`src/hw/rtl/elevator_request_controller_assert.svh`:
```
// -----------------------------------------------------------------------------
// Elevator request controller assertion macros
// Concurrent assertion helpers for implication checks. They expand to nothing
// when SYNTHESIS is defined.
// -----------------------------------------------------------------------------
`ifndef ELEVATOR_REQUEST_CONTROLLER_ASSERT_SVH
`define ELEVATOR_REQUEST_CONTROLLER_ASSERT_SVH

`ifndef SYNTHESIS
// Same-cycle implication: cons must hold whenever ante holds.
`define ERC_ASSERT_IMPLY(label, clk, rst, ante, cons, msg) \
   label: assert property (@(posedge clk) disable iff (rst) (ante) |-> (cons)) \
      else $error(msg);
// Next-cycle implication: cons must hold in the cycle after ante.
`define ERC_ASSERT_NEXT(label, clk, rst, ante, cons, msg) \
   label: assert property (@(posedge clk) disable iff (rst) (ante) |=> (cons)) \
      else $error(msg);
`else
`define ERC_ASSERT_IMPLY(label, clk, rst, ante, cons, msg)
`define ERC_ASSERT_NEXT(label, clk, rst, ante, cons, msg)
`endif

`endif

```
`src/hw/rtl/erc_pkg.sv`:
```
// -----------------------------------------------------------------------------
// Elevator request controller package
// Shared constants, codes and types of the controller and the datapath.
// -----------------------------------------------------------------------------
package erc_pkg;

   localparam int QUEUE_DEPTH = 16;
   localparam int FLOOR_COUNT = 8;

   localparam int TIME_W  = 48;
   localparam int FLOOR_W = 3;
   localparam int COUNT_W = 5;
   localparam int PTR_W   = (QUEUE_DEPTH > 1) ? $clog2(QUEUE_DEPTH) : 1;
   localparam int HELD_W  = $clog2(QUEUE_DEPTH + 1);
   localparam int CSR_INDEX_W = 2;

   localparam logic [TIME_W-1:0]  TIME_RESET = TIME_W'(5000000);
   localparam logic [FLOOR_W-1:0] TOP_FLOOR  = FLOOR_W'(FLOOR_COUNT - 1);
   localparam logic [PTR_W-1:0]   LAST_SLOT  = PTR_W'(QUEUE_DEPTH - 1);
   localparam logic [HELD_W-1:0]  FULL_COUNT = HELD_W'(QUEUE_DEPTH);

   // Configuration register indexes.
   localparam logic [CSR_INDEX_W-1:0] CSR_FLOOR_TRAVEL = 2'd0;
   localparam logic [CSR_INDEX_W-1:0] CSR_LOAD_DWELL   = 2'd1;
   localparam logic [CSR_INDEX_W-1:0] CSR_UNLOAD_DWELL = 2'd2;

   // Item kinds.
   localparam logic KIND_TICK    = 1'b0;
   localparam logic KIND_REQUEST = 1'b1;

   // Result status codes.
   typedef enum logic [1:0] {
      STATUS_TICK    = 2'd0,
      STATUS_QUEUED  = 2'd1,
      STATUS_DROPPED = 2'd2
   } status_type;

   // Car modes.
   typedef enum logic [1:0] {
      MODE_IDLE      = 2'd0,
      MODE_MOVING    = 2'd1,
      MODE_LOADING   = 2'd2,
      MODE_UNLOADING = 2'd3
   } car_mode_type;

   // Travel direction, two-bit signed.
   localparam logic signed [1:0] DIR_NONE = 2'sb00;
   localparam logic signed [1:0] DIR_UP   = 2'sb01;
   localparam logic signed [1:0] DIR_DOWN = 2'sb11;

   typedef struct packed {
      logic [FLOOR_W-1:0] origin;
      logic [FLOOR_W-1:0] dest;
   } trip_type;

   // Sequencer states.
   typedef enum logic [3:0] {
      CTRL_IDLE = 4'b0001,
      CTRL_READ = 4'b0010,
      CTRL_EXEC = 4'b0100,
      CTRL_DONE = 4'b1000
   } ctrl_state_type;

   // Commands from the sequencer to the datapath.
   typedef struct packed {
      logic capture;
      logic read_head;
      logic execute;
      logic respond;
   } dp_cmd_type;

endpackage

```
`src/hw/rtl/elevator_request_controller.sv`:
```
// -----------------------------------------------------------------------------
// Elevator request controller
// Single-car elevator controller with a request queue and a four-mode car
// machine driven by timestamped tick items.
// -----------------------------------------------------------------------------
// An item is taken at a rising edge where start is high and busy is low; busy
// then stays high while the head of the request queue is read from its memory
// (registered read) and the item is applied to the car state. Then rsp_valid
// is high for exactly one cycle with the result beat, and busy is already
// low, so the next item can be taken at the end of that cycle. The result
// beat cannot be stalled, so the receiver must take it in the cycle it is
// shown. Timing registers must be written through the csr port only while no
// item is in flight; the block itself does not enforce this.
// -----------------------------------------------------------------------------
`include "elevator_request_controller_assert.svh"

module elevator_request_controller
   import erc_pkg::*;
(
   input  logic                   clock,
   input  logic                   reset,

   // Item channel: a tick (kind 0) or a travel request (kind 1).
   input  logic                   start,
   output logic                   busy,
   input  logic                   req_kind,
   input  logic [TIME_W-1:0]      req_now_us,
   input  logic [FLOOR_W-1:0]     req_origin_floor,
   input  logic [FLOOR_W-1:0]     req_dest_floor,

   // Result channel: one beat per item.
   output logic                   rsp_valid,
   output logic [1:0]             rsp_request_status,
   output logic [FLOOR_W-1:0]     rsp_car_floor,
   output logic [1:0]             rsp_car_mode,
   output logic signed [1:0]      rsp_travel_dir,
   output logic                   rsp_target_valid,
   output logic [FLOOR_W-1:0]     rsp_target_floor,
   output logic [COUNT_W-1:0]     rsp_waiting_count,
   output logic                   rsp_floor_lamp_on,

   // Configuration write port.
   input  logic                   csr_write_enable,
   input  logic [CSR_INDEX_W-1:0] csr_index,
   input  logic [TIME_W-1:0]      csr_write_data
);

   dp_cmd_type cmd;

   // The sequencer decides when the datapath captures, reads and executes.
   erc_ctrl u_ctrl (
      .clock (clock),
      .reset (reset),
      .start (start),
      .busy  (busy),
      .cmd   (cmd)
   );

   // The datapath keeps all car, queue and timing state; its result
   // fields are held stable from the execute beat until the next item.
   erc_dpath u_dpath (
      .clock              (clock),
      .reset              (reset),
      .cmd                (cmd),
      .req_kind           (req_kind),
      .req_now_us         (req_now_us),
      .req_origin_floor   (req_origin_floor),
      .req_dest_floor     (req_dest_floor),
      .csr_write_enable   (csr_write_enable),
      .csr_index          (csr_index),
      .csr_write_data     (csr_write_data),
      .rsp_request_status (rsp_request_status),
      .rsp_car_floor      (rsp_car_floor),
      .rsp_car_mode       (rsp_car_mode),
      .rsp_travel_dir     (rsp_travel_dir),
      .rsp_target_valid   (rsp_target_valid),
      .rsp_target_floor   (rsp_target_floor),
      .rsp_waiting_count  (rsp_waiting_count),
      .rsp_floor_lamp_on  (rsp_floor_lamp_on)
   );

   assign rsp_valid = cmd.respond;

   // An accepted item blocks further items in the following cycle.
   `ERC_ASSERT_NEXT(a_accept_sets_busy, clock, reset, start && !busy, busy, "accepted item did not raise busy")
   // Every accepted item yields its result beat after its read and execute states.
   `ERC_ASSERT_IMPLY(a_accept_to_result, clock, reset, start && !busy, ##3 rsp_valid, "result beat missing after accepted item")
   // The queue never reports more requests than it can hold.
   `ERC_ASSERT_IMPLY(a_count_bound, clock, reset, 1'b1, rsp_waiting_count <= COUNT_W'(QUEUE_DEPTH), "waiting count beyond queue depth")
   // An idle car never carries an active target.
   `ERC_ASSERT_IMPLY(a_idle_no_target, clock, reset, rsp_valid && (rsp_car_mode == MODE_IDLE), !rsp_target_valid, "idle car reports an active target")

endmodule

```
`src/hw/rtl/erc_ctrl.sv`:
```
// -----------------------------------------------------------------------------
// Elevator request controller sequencer
// Steps each accepted item through queue read, execute and result beats.
// -----------------------------------------------------------------------------
module erc_ctrl
   import erc_pkg::*;
(
   input  logic       clock,
   input  logic       reset,
   input  logic       start,
   output logic       busy,
   output dp_cmd_type cmd
);

   ctrl_state_type state_ff, state_in;
   logic           accept;

   assign busy   = (state_ff == CTRL_READ) || (state_ff == CTRL_EXEC);
   assign accept = start && !busy;

   always_comb begin
      unique case (state_ff)
         CTRL_IDLE: state_in = accept ? CTRL_READ : CTRL_IDLE;
         CTRL_READ: state_in = CTRL_EXEC;
         CTRL_EXEC: state_in = CTRL_DONE;
         CTRL_DONE: state_in = accept ? CTRL_READ : CTRL_IDLE;
         default:   state_in = CTRL_IDLE;
      endcase
   end

   always_ff @(posedge clock) begin
      if (reset) begin
         state_ff <= CTRL_IDLE;
      end else begin
         state_ff <= state_in;
      end
   end

   assign cmd.capture   = accept;
   assign cmd.read_head = (state_ff == CTRL_READ);
   assign cmd.execute   = (state_ff == CTRL_EXEC);
   assign cmd.respond   = (state_ff == CTRL_DONE);

endmodule

```
`src/hw/rtl/erc_dpath.sv`:
```
// -----------------------------------------------------------------------------
// Elevator request controller datapath
// Holds the timing registers, the request queue and the car state, and
// applies one item per execute command.
// -----------------------------------------------------------------------------
module erc_dpath
   import erc_pkg::*;
(
   input  logic                          clock,
   input  logic                          reset,
   input  dp_cmd_type                    cmd,
   input  logic                          req_kind,
   input  logic [TIME_W-1:0]             req_now_us,
   input  logic [FLOOR_W-1:0]            req_origin_floor,
   input  logic [FLOOR_W-1:0]            req_dest_floor,
   input  logic                          csr_write_enable,
   input  logic [CSR_INDEX_W-1:0]        csr_index,
   input  logic [TIME_W-1:0]             csr_write_data,
   output logic [1:0]                    rsp_request_status,
   output logic [FLOOR_W-1:0]            rsp_car_floor,
   output logic [1:0]                    rsp_car_mode,
   output logic signed [1:0]             rsp_travel_dir,
   output logic                          rsp_target_valid,
   output logic [FLOOR_W-1:0]            rsp_target_floor,
   output logic [COUNT_W-1:0]            rsp_waiting_count,
   output logic                          rsp_floor_lamp_on
);

   // Timing registers.
   logic [TIME_W-1:0] travel_ff, load_ff, unload_ff;

   // Captured item.
   logic               kind_ff;
   logic [TIME_W-1:0]  now_ff;
   trip_type           item_trip_ff;

   // Request queue.
   trip_type           queue_mem [QUEUE_DEPTH];
   trip_type           head_trip_ff;
   logic [PTR_W-1:0]   head_ff, head_in;
   logic [PTR_W-1:0]   tail_ff, tail_in;
   logic [HELD_W-1:0]  held_ff, held_in;
   logic               queue_write;

   // Car state.
   car_mode_type       mode_ff, mode_in;
   logic [FLOOR_W-1:0] pos_ff, pos_in;
   logic signed [1:0]  dir_ff, dir_in;
   logic [FLOOR_W-1:0] goal_ff, goal_in;
   logic               goal_valid_ff, goal_valid_in;
   logic [FLOOR_W-1:0] riding_ff, riding_in;
   logic               started_ff, started_in;
   logic [TIME_W-1:0]  phase_time_ff, phase_time_in;
   status_type         status_ff, status_in;

   logic [TIME_W-1:0]  limit;
   logic [TIME_W-1:0]  elapsed;
   logic               timed_out;
   logic [FLOOR_W-1:0] stepped_pos;

   function automatic logic [FLOOR_W-1:0] clamp_floor(input logic [FLOOR_W-1:0] f);
      return (f > TOP_FLOOR) ? TOP_FLOOR : f;
   endfunction

   always_ff @(posedge clock) begin
      if (reset) begin
         travel_ff <= TIME_RESET;
         load_ff   <= TIME_RESET;
         unload_ff <= TIME_RESET;
      end else if (csr_write_enable) begin
         if (csr_index == CSR_FLOOR_TRAVEL) begin
            travel_ff <= csr_write_data;
         end
         if (csr_index == CSR_LOAD_DWELL) begin
            load_ff <= csr_write_data;
         end
         if (csr_index == CSR_UNLOAD_DWELL) begin
            unload_ff <= csr_write_data;
         end
      end
   end

   always_ff @(posedge clock) begin
      if (cmd.capture) begin
         kind_ff             <= req_kind;
         now_ff              <= req_now_us;
         item_trip_ff.origin <= clamp_floor(req_origin_floor);
         item_trip_ff.dest   <= clamp_floor(req_dest_floor);
      end
   end

   // Queue memory: one write and one registered read.
   assign queue_write = cmd.execute && (kind_ff == KIND_REQUEST) && (held_ff != FULL_COUNT);

   always_ff @(posedge clock) begin
      if (queue_write) begin
         queue_mem[tail_ff] <= item_trip_ff;
      end
      if (cmd.read_head) begin
         head_trip_ff <= queue_mem[head_ff];
      end
   end

   always_comb begin
      unique case (mode_ff)
         MODE_MOVING:  limit = travel_ff;
         MODE_LOADING: limit = load_ff;
         default:      limit = unload_ff;
      endcase
   end

   assign elapsed   = now_ff - phase_time_ff;
   assign timed_out = (elapsed >= limit);

   always_comb begin
      stepped_pos = pos_ff;
      if (dir_ff > 2'sb00 && pos_ff < TOP_FLOOR) begin
         stepped_pos = pos_ff + FLOOR_W'(1);
      end else if (dir_ff < 2'sb00 && pos_ff > '0) begin
         stepped_pos = pos_ff - FLOOR_W'(1);
      end
   end

   always_comb begin
      head_in       = head_ff;
      tail_in       = tail_ff;
      held_in       = held_ff;
      mode_in       = mode_ff;
      pos_in        = pos_ff;
      dir_in        = dir_ff;
      goal_in       = goal_ff;
      goal_valid_in = goal_valid_ff;
      riding_in     = riding_ff;
      started_in    = started_ff;
      phase_time_in = phase_time_ff;
      status_in     = STATUS_TICK;

      if (kind_ff == KIND_REQUEST) begin
         if (held_ff == FULL_COUNT) begin
            status_in = STATUS_DROPPED;
         end else begin
            status_in = STATUS_QUEUED;
            tail_in   = (tail_ff == LAST_SLOT) ? '0 : tail_ff + PTR_W'(1);
            held_in   = held_ff + HELD_W'(1);
         end
      end else begin
         unique case (mode_ff)
            MODE_IDLE: begin
               if (held_ff != '0) begin
                  head_in       = (head_ff == LAST_SLOT) ? '0 : head_ff + PTR_W'(1);
                  held_in       = held_ff - HELD_W'(1);
                  riding_in     = head_trip_ff.dest;
                  goal_in       = head_trip_ff.origin;
                  goal_valid_in = 1'b1;
                  phase_time_in = now_ff;
                  if (pos_ff == head_trip_ff.origin) begin
                     mode_in = MODE_LOADING;
                  end else begin
                     dir_in  = (head_trip_ff.origin > pos_ff) ? DIR_UP : DIR_DOWN;
                     mode_in = MODE_MOVING;
                  end
               end
            end
            MODE_MOVING: begin
               if (!started_ff) begin
                  started_in = 1'b1;
               end else if (timed_out) begin
                  pos_in        = stepped_pos;
                  phase_time_in = now_ff;
                  if (stepped_pos == goal_ff) begin
                     started_in = 1'b0;
                     mode_in    = MODE_LOADING;
                  end
               end
            end
            MODE_LOADING: begin
               if (!started_ff) begin
                  started_in    = 1'b1;
                  phase_time_in = now_ff;
               end else if (timed_out) begin
                  started_in    = 1'b0;
                  goal_in       = riding_ff;
                  phase_time_in = now_ff;
                  if (riding_ff > pos_ff) begin
                     dir_in = DIR_UP;
                  end else if (riding_ff < pos_ff) begin
                     dir_in = DIR_DOWN;
                  end
                  mode_in = (riding_ff == pos_ff) ? MODE_UNLOADING : MODE_MOVING;
               end
            end
            default: begin
               if (!started_ff) begin
                  started_in    = 1'b1;
                  phase_time_in = now_ff;
               end else if (timed_out) begin
                  started_in    = 1'b0;
                  goal_valid_in = 1'b0;
                  mode_in       = MODE_IDLE;
               end
            end
         endcase
      end
   end

   always_ff @(posedge clock) begin
      if (reset) begin
         head_ff       <= '0;
         tail_ff       <= '0;
         held_ff       <= '0;
         mode_ff       <= MODE_IDLE;
         pos_ff        <= '0;
         dir_ff        <= DIR_NONE;
         goal_ff       <= '0;
         goal_valid_ff <= 1'b0;
         riding_ff     <= '0;
         started_ff    <= 1'b0;
         phase_time_ff <= '0;
         status_ff     <= STATUS_TICK;
      end else if (cmd.execute) begin
         head_ff       <= head_in;
         tail_ff       <= tail_in;
         held_ff       <= held_in;
         mode_ff       <= mode_in;
         pos_ff        <= pos_in;
         dir_ff        <= dir_in;
         goal_ff       <= goal_in;
         goal_valid_ff <= goal_valid_in;
         riding_ff     <= riding_in;
         started_ff    <= started_in;
         phase_time_ff <= phase_time_in;
         status_ff     <= status_in;
      end
   end

   assign rsp_request_status = status_ff;
   assign rsp_car_floor      = pos_ff;
   assign rsp_car_mode       = mode_ff;
   assign rsp_travel_dir     = dir_ff;
   assign rsp_target_valid   = goal_valid_ff;
   assign rsp_target_floor   = goal_valid_ff ? goal_ff : '0;
   assign rsp_waiting_count  = COUNT_W'(held_ff);
   assign rsp_floor_lamp_on  = !((mode_ff == MODE_MOVING) && started_ff);

endmodule

```
`config.mk`:
```
export PLATFORM = sky130hd
export DESIGN_NAME = elevator_request_controller
export DESIGN_NICKNAME = d
export VERILOG_FILES = /design/src/hw/rtl/erc_pkg.sv /design/src/hw/rtl/elevator_request_controller.sv /design/src/hw/rtl/erc_ctrl.sv /design/src/hw/rtl/erc_dpath.sv
export VERILOG_INCLUDE_DIRS = /design/src /design/src/hw/rtl
export SDC_FILE = /design/constraint.sdc
export NUM_CORES = 1
export LEC_CHECK = 0
export CAP_MARGIN = 20
export CORE_MARGIN = 10
export CORE_UTILIZATION = 45
export DETAILED_ROUTE_END_ITERATION = 8
export DONT_BUFFER_PORTS = 1
export GPL_TIMING_DRIVEN = 0
export PLACE_DENSITY = 0.7
export SLEW_MARGIN = 20
export SYNTH_ARGS = -nofsm -noshare
export SYNTH_HDL_FRONTEND = slang
export SYNTH_HIERARCHICAL = 1
export SYNTH_SLANG_ARGS = --single-unit
export TNS_END_PERCENT = 10
```
`constraint.sdc`:
```
create_clock -name clock -period 10.6 [get_ports clock]
set_input_delay 2.12 -clock clock [delete_from_list [all_inputs] [get_ports clock]]
set_output_delay 2.12 -clock clock [all_outputs]
set_load 0.005 [all_outputs]
```
==> out/results.ini <==
[power_and_ir_drop]
p_clk_share_pct=42.9
comb_power_share_pct=8.5
total_power_mw=3.29
power.share.switching_pct=24.2
sw_pwr_mw=0.795
flop_pwr_share_pct=48.5
p_leak_nw=7.26
power_report.internal_total_mw=2.50
ir_drop_mv=0.104
cellPowerDensity_nw_per_um2=157

[sta]
hold_viol=0
fin_worst_skew_ps=24.0
worst_slew_margin_rel_pct=28.4
final-max-slew-violation-count=0
fmaxAchievable_ghz=0.154
setup_ws_ps=4090
fin_crit_ps=6510
slew_at_the_pin_with_the_worst_max_slew_slack_ps=1070
finalCritPeriodShare_pct=61.4
rsz0062_at_grt=no
hold_slack_ps=452
final-setup-viol-count=0
fin_setup_tns_ps=0

[global_routing]
globalRouteOverflowTotal=0
grt_max_degree=56
first_pass_grt_wire_length_mm=78.6
number_of_antenna_violations_at_the_first_check_in_global_routing=0
track_usage_pct=19.7
vias_in_the_first_global_route=14419

[clock_tree]
cts_resized=0
ctsHtreeMaxLevel=2
cts-buffers-inserted=41
tritoncts=yes
cts_setup_buffers=0
cts.reportedPaths.clkPinSlew_ps=60
clock_latency_ps=580
ctsRootBufferMaster=clkbuf_16
cts-root-to-sink-buffers=3
post_cts_hold_buffer_count=0
tritoncts_num_sinks=383

[drt]
drt_wl_total_mm=51.0
routed_via_density=5.74
drt_iter0_markers=1189
routed-via-count=14829
drt.antenna.violating_nets=0
remaining_drc_errors=0
first_pass_drt_iterations=7
drt-wirelength-per-cell_um=19.7

[finish]
layout-drive-gt1-share_pct=5.97
antenna_cells_inserted=0
area_growth_pct=10.8
final_util_pct=50.1
finish.instance_area_um2=20900
fill_cells=3753
multi_input_comb_area_um2=8900
final-seq-area_um2=9240
fin_nets=2239
layoutNonFillerInstCount=2583

[yosys]
post_synth_inst_count=1969
ys_ff_latch=383
synth_largest_type_area_fraction_pct=25.0
yosysSeqAreaShare_pct=48.9
synth_top_area_cell=edfxtp_1
synth.net_count=2196
synthMostInstantiatedCell=nand2_1
async_reset_ff_share_pct=0
synth.top_cells.by_count=nand2_1, dfxtp_1, a21oi_1
netlist_area_um2=18900
edff_count_synth=157
top_cells_by_area_synth=edfxtp_1, dfxtp_1, nand2_1
yosysUniqueCellTypes=73
synth_flop_cell=dfxtp_1
syn_avg_cell_area_um2=9.59
yosys_warnings=6

[worst_setup_path]
endpoint_kind=flop
timing.critical_path.arrival_ps=7030
setup.worst_path.class=flop to flop
critPathMaxFanout=10
cp.required_ps=11120
cp-start-kind=flop

[floorplanning]
dieArea_um2=50600
fp.dieW_um=225
site_rows=75
top_level_ports=130
core_region_area_um2=41800
die_height_um=225
start_util_pct=45.2

[placed_design]
globalplace.congestion=0.913
place_worst_setup_slack_ps=4150
dpl.hpwl_mm=37.9
cell_area_placed_um2=19600
input_output_buffers=0
post-place-cells=2508

[status]
status=finished, final reports clean

[run]
cap_viol_max_count=0

[hold_path]
min_path_type=flop to flop

-- worst max-delay path: stages (launching register included) --
cell and delay (ps):
edfxtp_1 460, inv_1 90, ha_1 260, inv_1 80
fa_1 410, a21o_1 200, nand4_1 170, a21oi_1 100
or4_1 570, a21oi_1 360, o2bb2ai_1 270, o31a_1 230
xnor2_1 170, ha_1 280, nand2_1 70, nor2_1 40
a211oi_1 240, o21ai_1 110, a2111oi_0 560, o21a_2 340
nand2_1 120, o22ai_1 430, buf_2 380, buf_2 310
a22o_1 170
-- per-layer routing --
layer | GRT usage, % | vias to the layer above | part of all wire [%]
met5 | 0 | - | 0
met3 | 4.46 | 109 | 7.9
met4 | 8.38 | 0 | 3.9
met2 | 33.5 | 542 | 48
li1 | - | 7156 | -
met1 | 23.6 | 7022 | 40
-- final timing paths --
kind / from / end / slack [ps] / depth (start not counted)
worst min-delay path: u_dpath/unload_ff[33] / u_dpath/unload_ff[33] / 450 / 2
worst min register to register: u_dpath/unload_ff[33] / u_dpath/unload_ff[33] / 450 / 2
worst max-delay path: u_dpath/now_ff[0] / u_dpath/phase_time_ff[46] / 4090 / 24
worst max register to register: u_dpath/now_ff[0] / u_dpath/phase_time_ff[46] / 4090 / 24
-- area by class of cell --
class,count,area share [%]
plain buffers,122,2.34
clock inverters,12,0.669
inverters,76,1.36
clock buffers,63,5.77
flip-flops and latches,383,44.1
well taps,539,3.22
multi-input cells,1388,42.5
-- kinds of logic after synthesis --
family,Yosys count,share of synthesized area [%]
adder cells (fa/ha/maj),118,7.89
buffers and inverters,198,4.10
multiplexers,35,3.85
flip-flops,383,48.9
AO/OA/AOI/OAI,557,18.6
AND/OR/NAND/NOR,619,14.0
XOR/XNOR,59,2.74
-- layout by cell type, fill, tap and decap left out, types with 10 or more instances in the layout --
master and n:
nand4_1 18, a41oi_1 12, nor2_1 55, o21ai_1 12, o21ai_0 86, xnor2_1 37
clkbuf_1 111, a21o_1 44, a21oi_1 219, o21a_1 11, xor2_1 22, clkbuf_8 10
a31oi_1 15, dfxtp_1 226, a22o_1 39, mux4_2 30, nor2b_1 10, ha_1 116
clkbuf_16 41, a211oi_1 11, nand2_1 427, buf_1 11, edfxtp_1 157, a22oi_1 50
inv_1 76, nand3_1 41, nor3_1 13
-- power by group through the flow --
stage,sequential [mW],combinational (mW),clock (mW)
floorplan,1.62,0.208,0
CTS,1.60,0.278,1.44
detailed placement,1.63,0.275,0
global route,1.60,0.314,1.50
global placement,1.63,0.266,0
finish,1.60,0.281,1.41
-- state kept, by name, summed over array words and instances, names as in the netlist, 2 cells and up --
name and count:
u_dpath/item_trip_ff 6, u_dpath/phase_time_ff 48, u_dpath/head_ff 4, u_dpath/head_trip_ff 6
u_dpath/rsp_request_status 2, u_dpath/rsp_waiting_count 5, u_dpath/now_ff 48, u_dpath/riding_ff 3
u_dpath/queue_mem 96, u_dpath/travel_ff 48, u_dpath/unload_ff 48, u_dpath/load_ff 48
u_dpath/rsp_car_mode 2, u_dpath/rsp_travel_dir 2, u_dpath/rsp_car_floor 3, u_dpath/tail_ff 4
u_dpath/goal_ff 3, u_ctrl/state_ff 4
No activity file was read; power rests on OpenSTA's default activity.
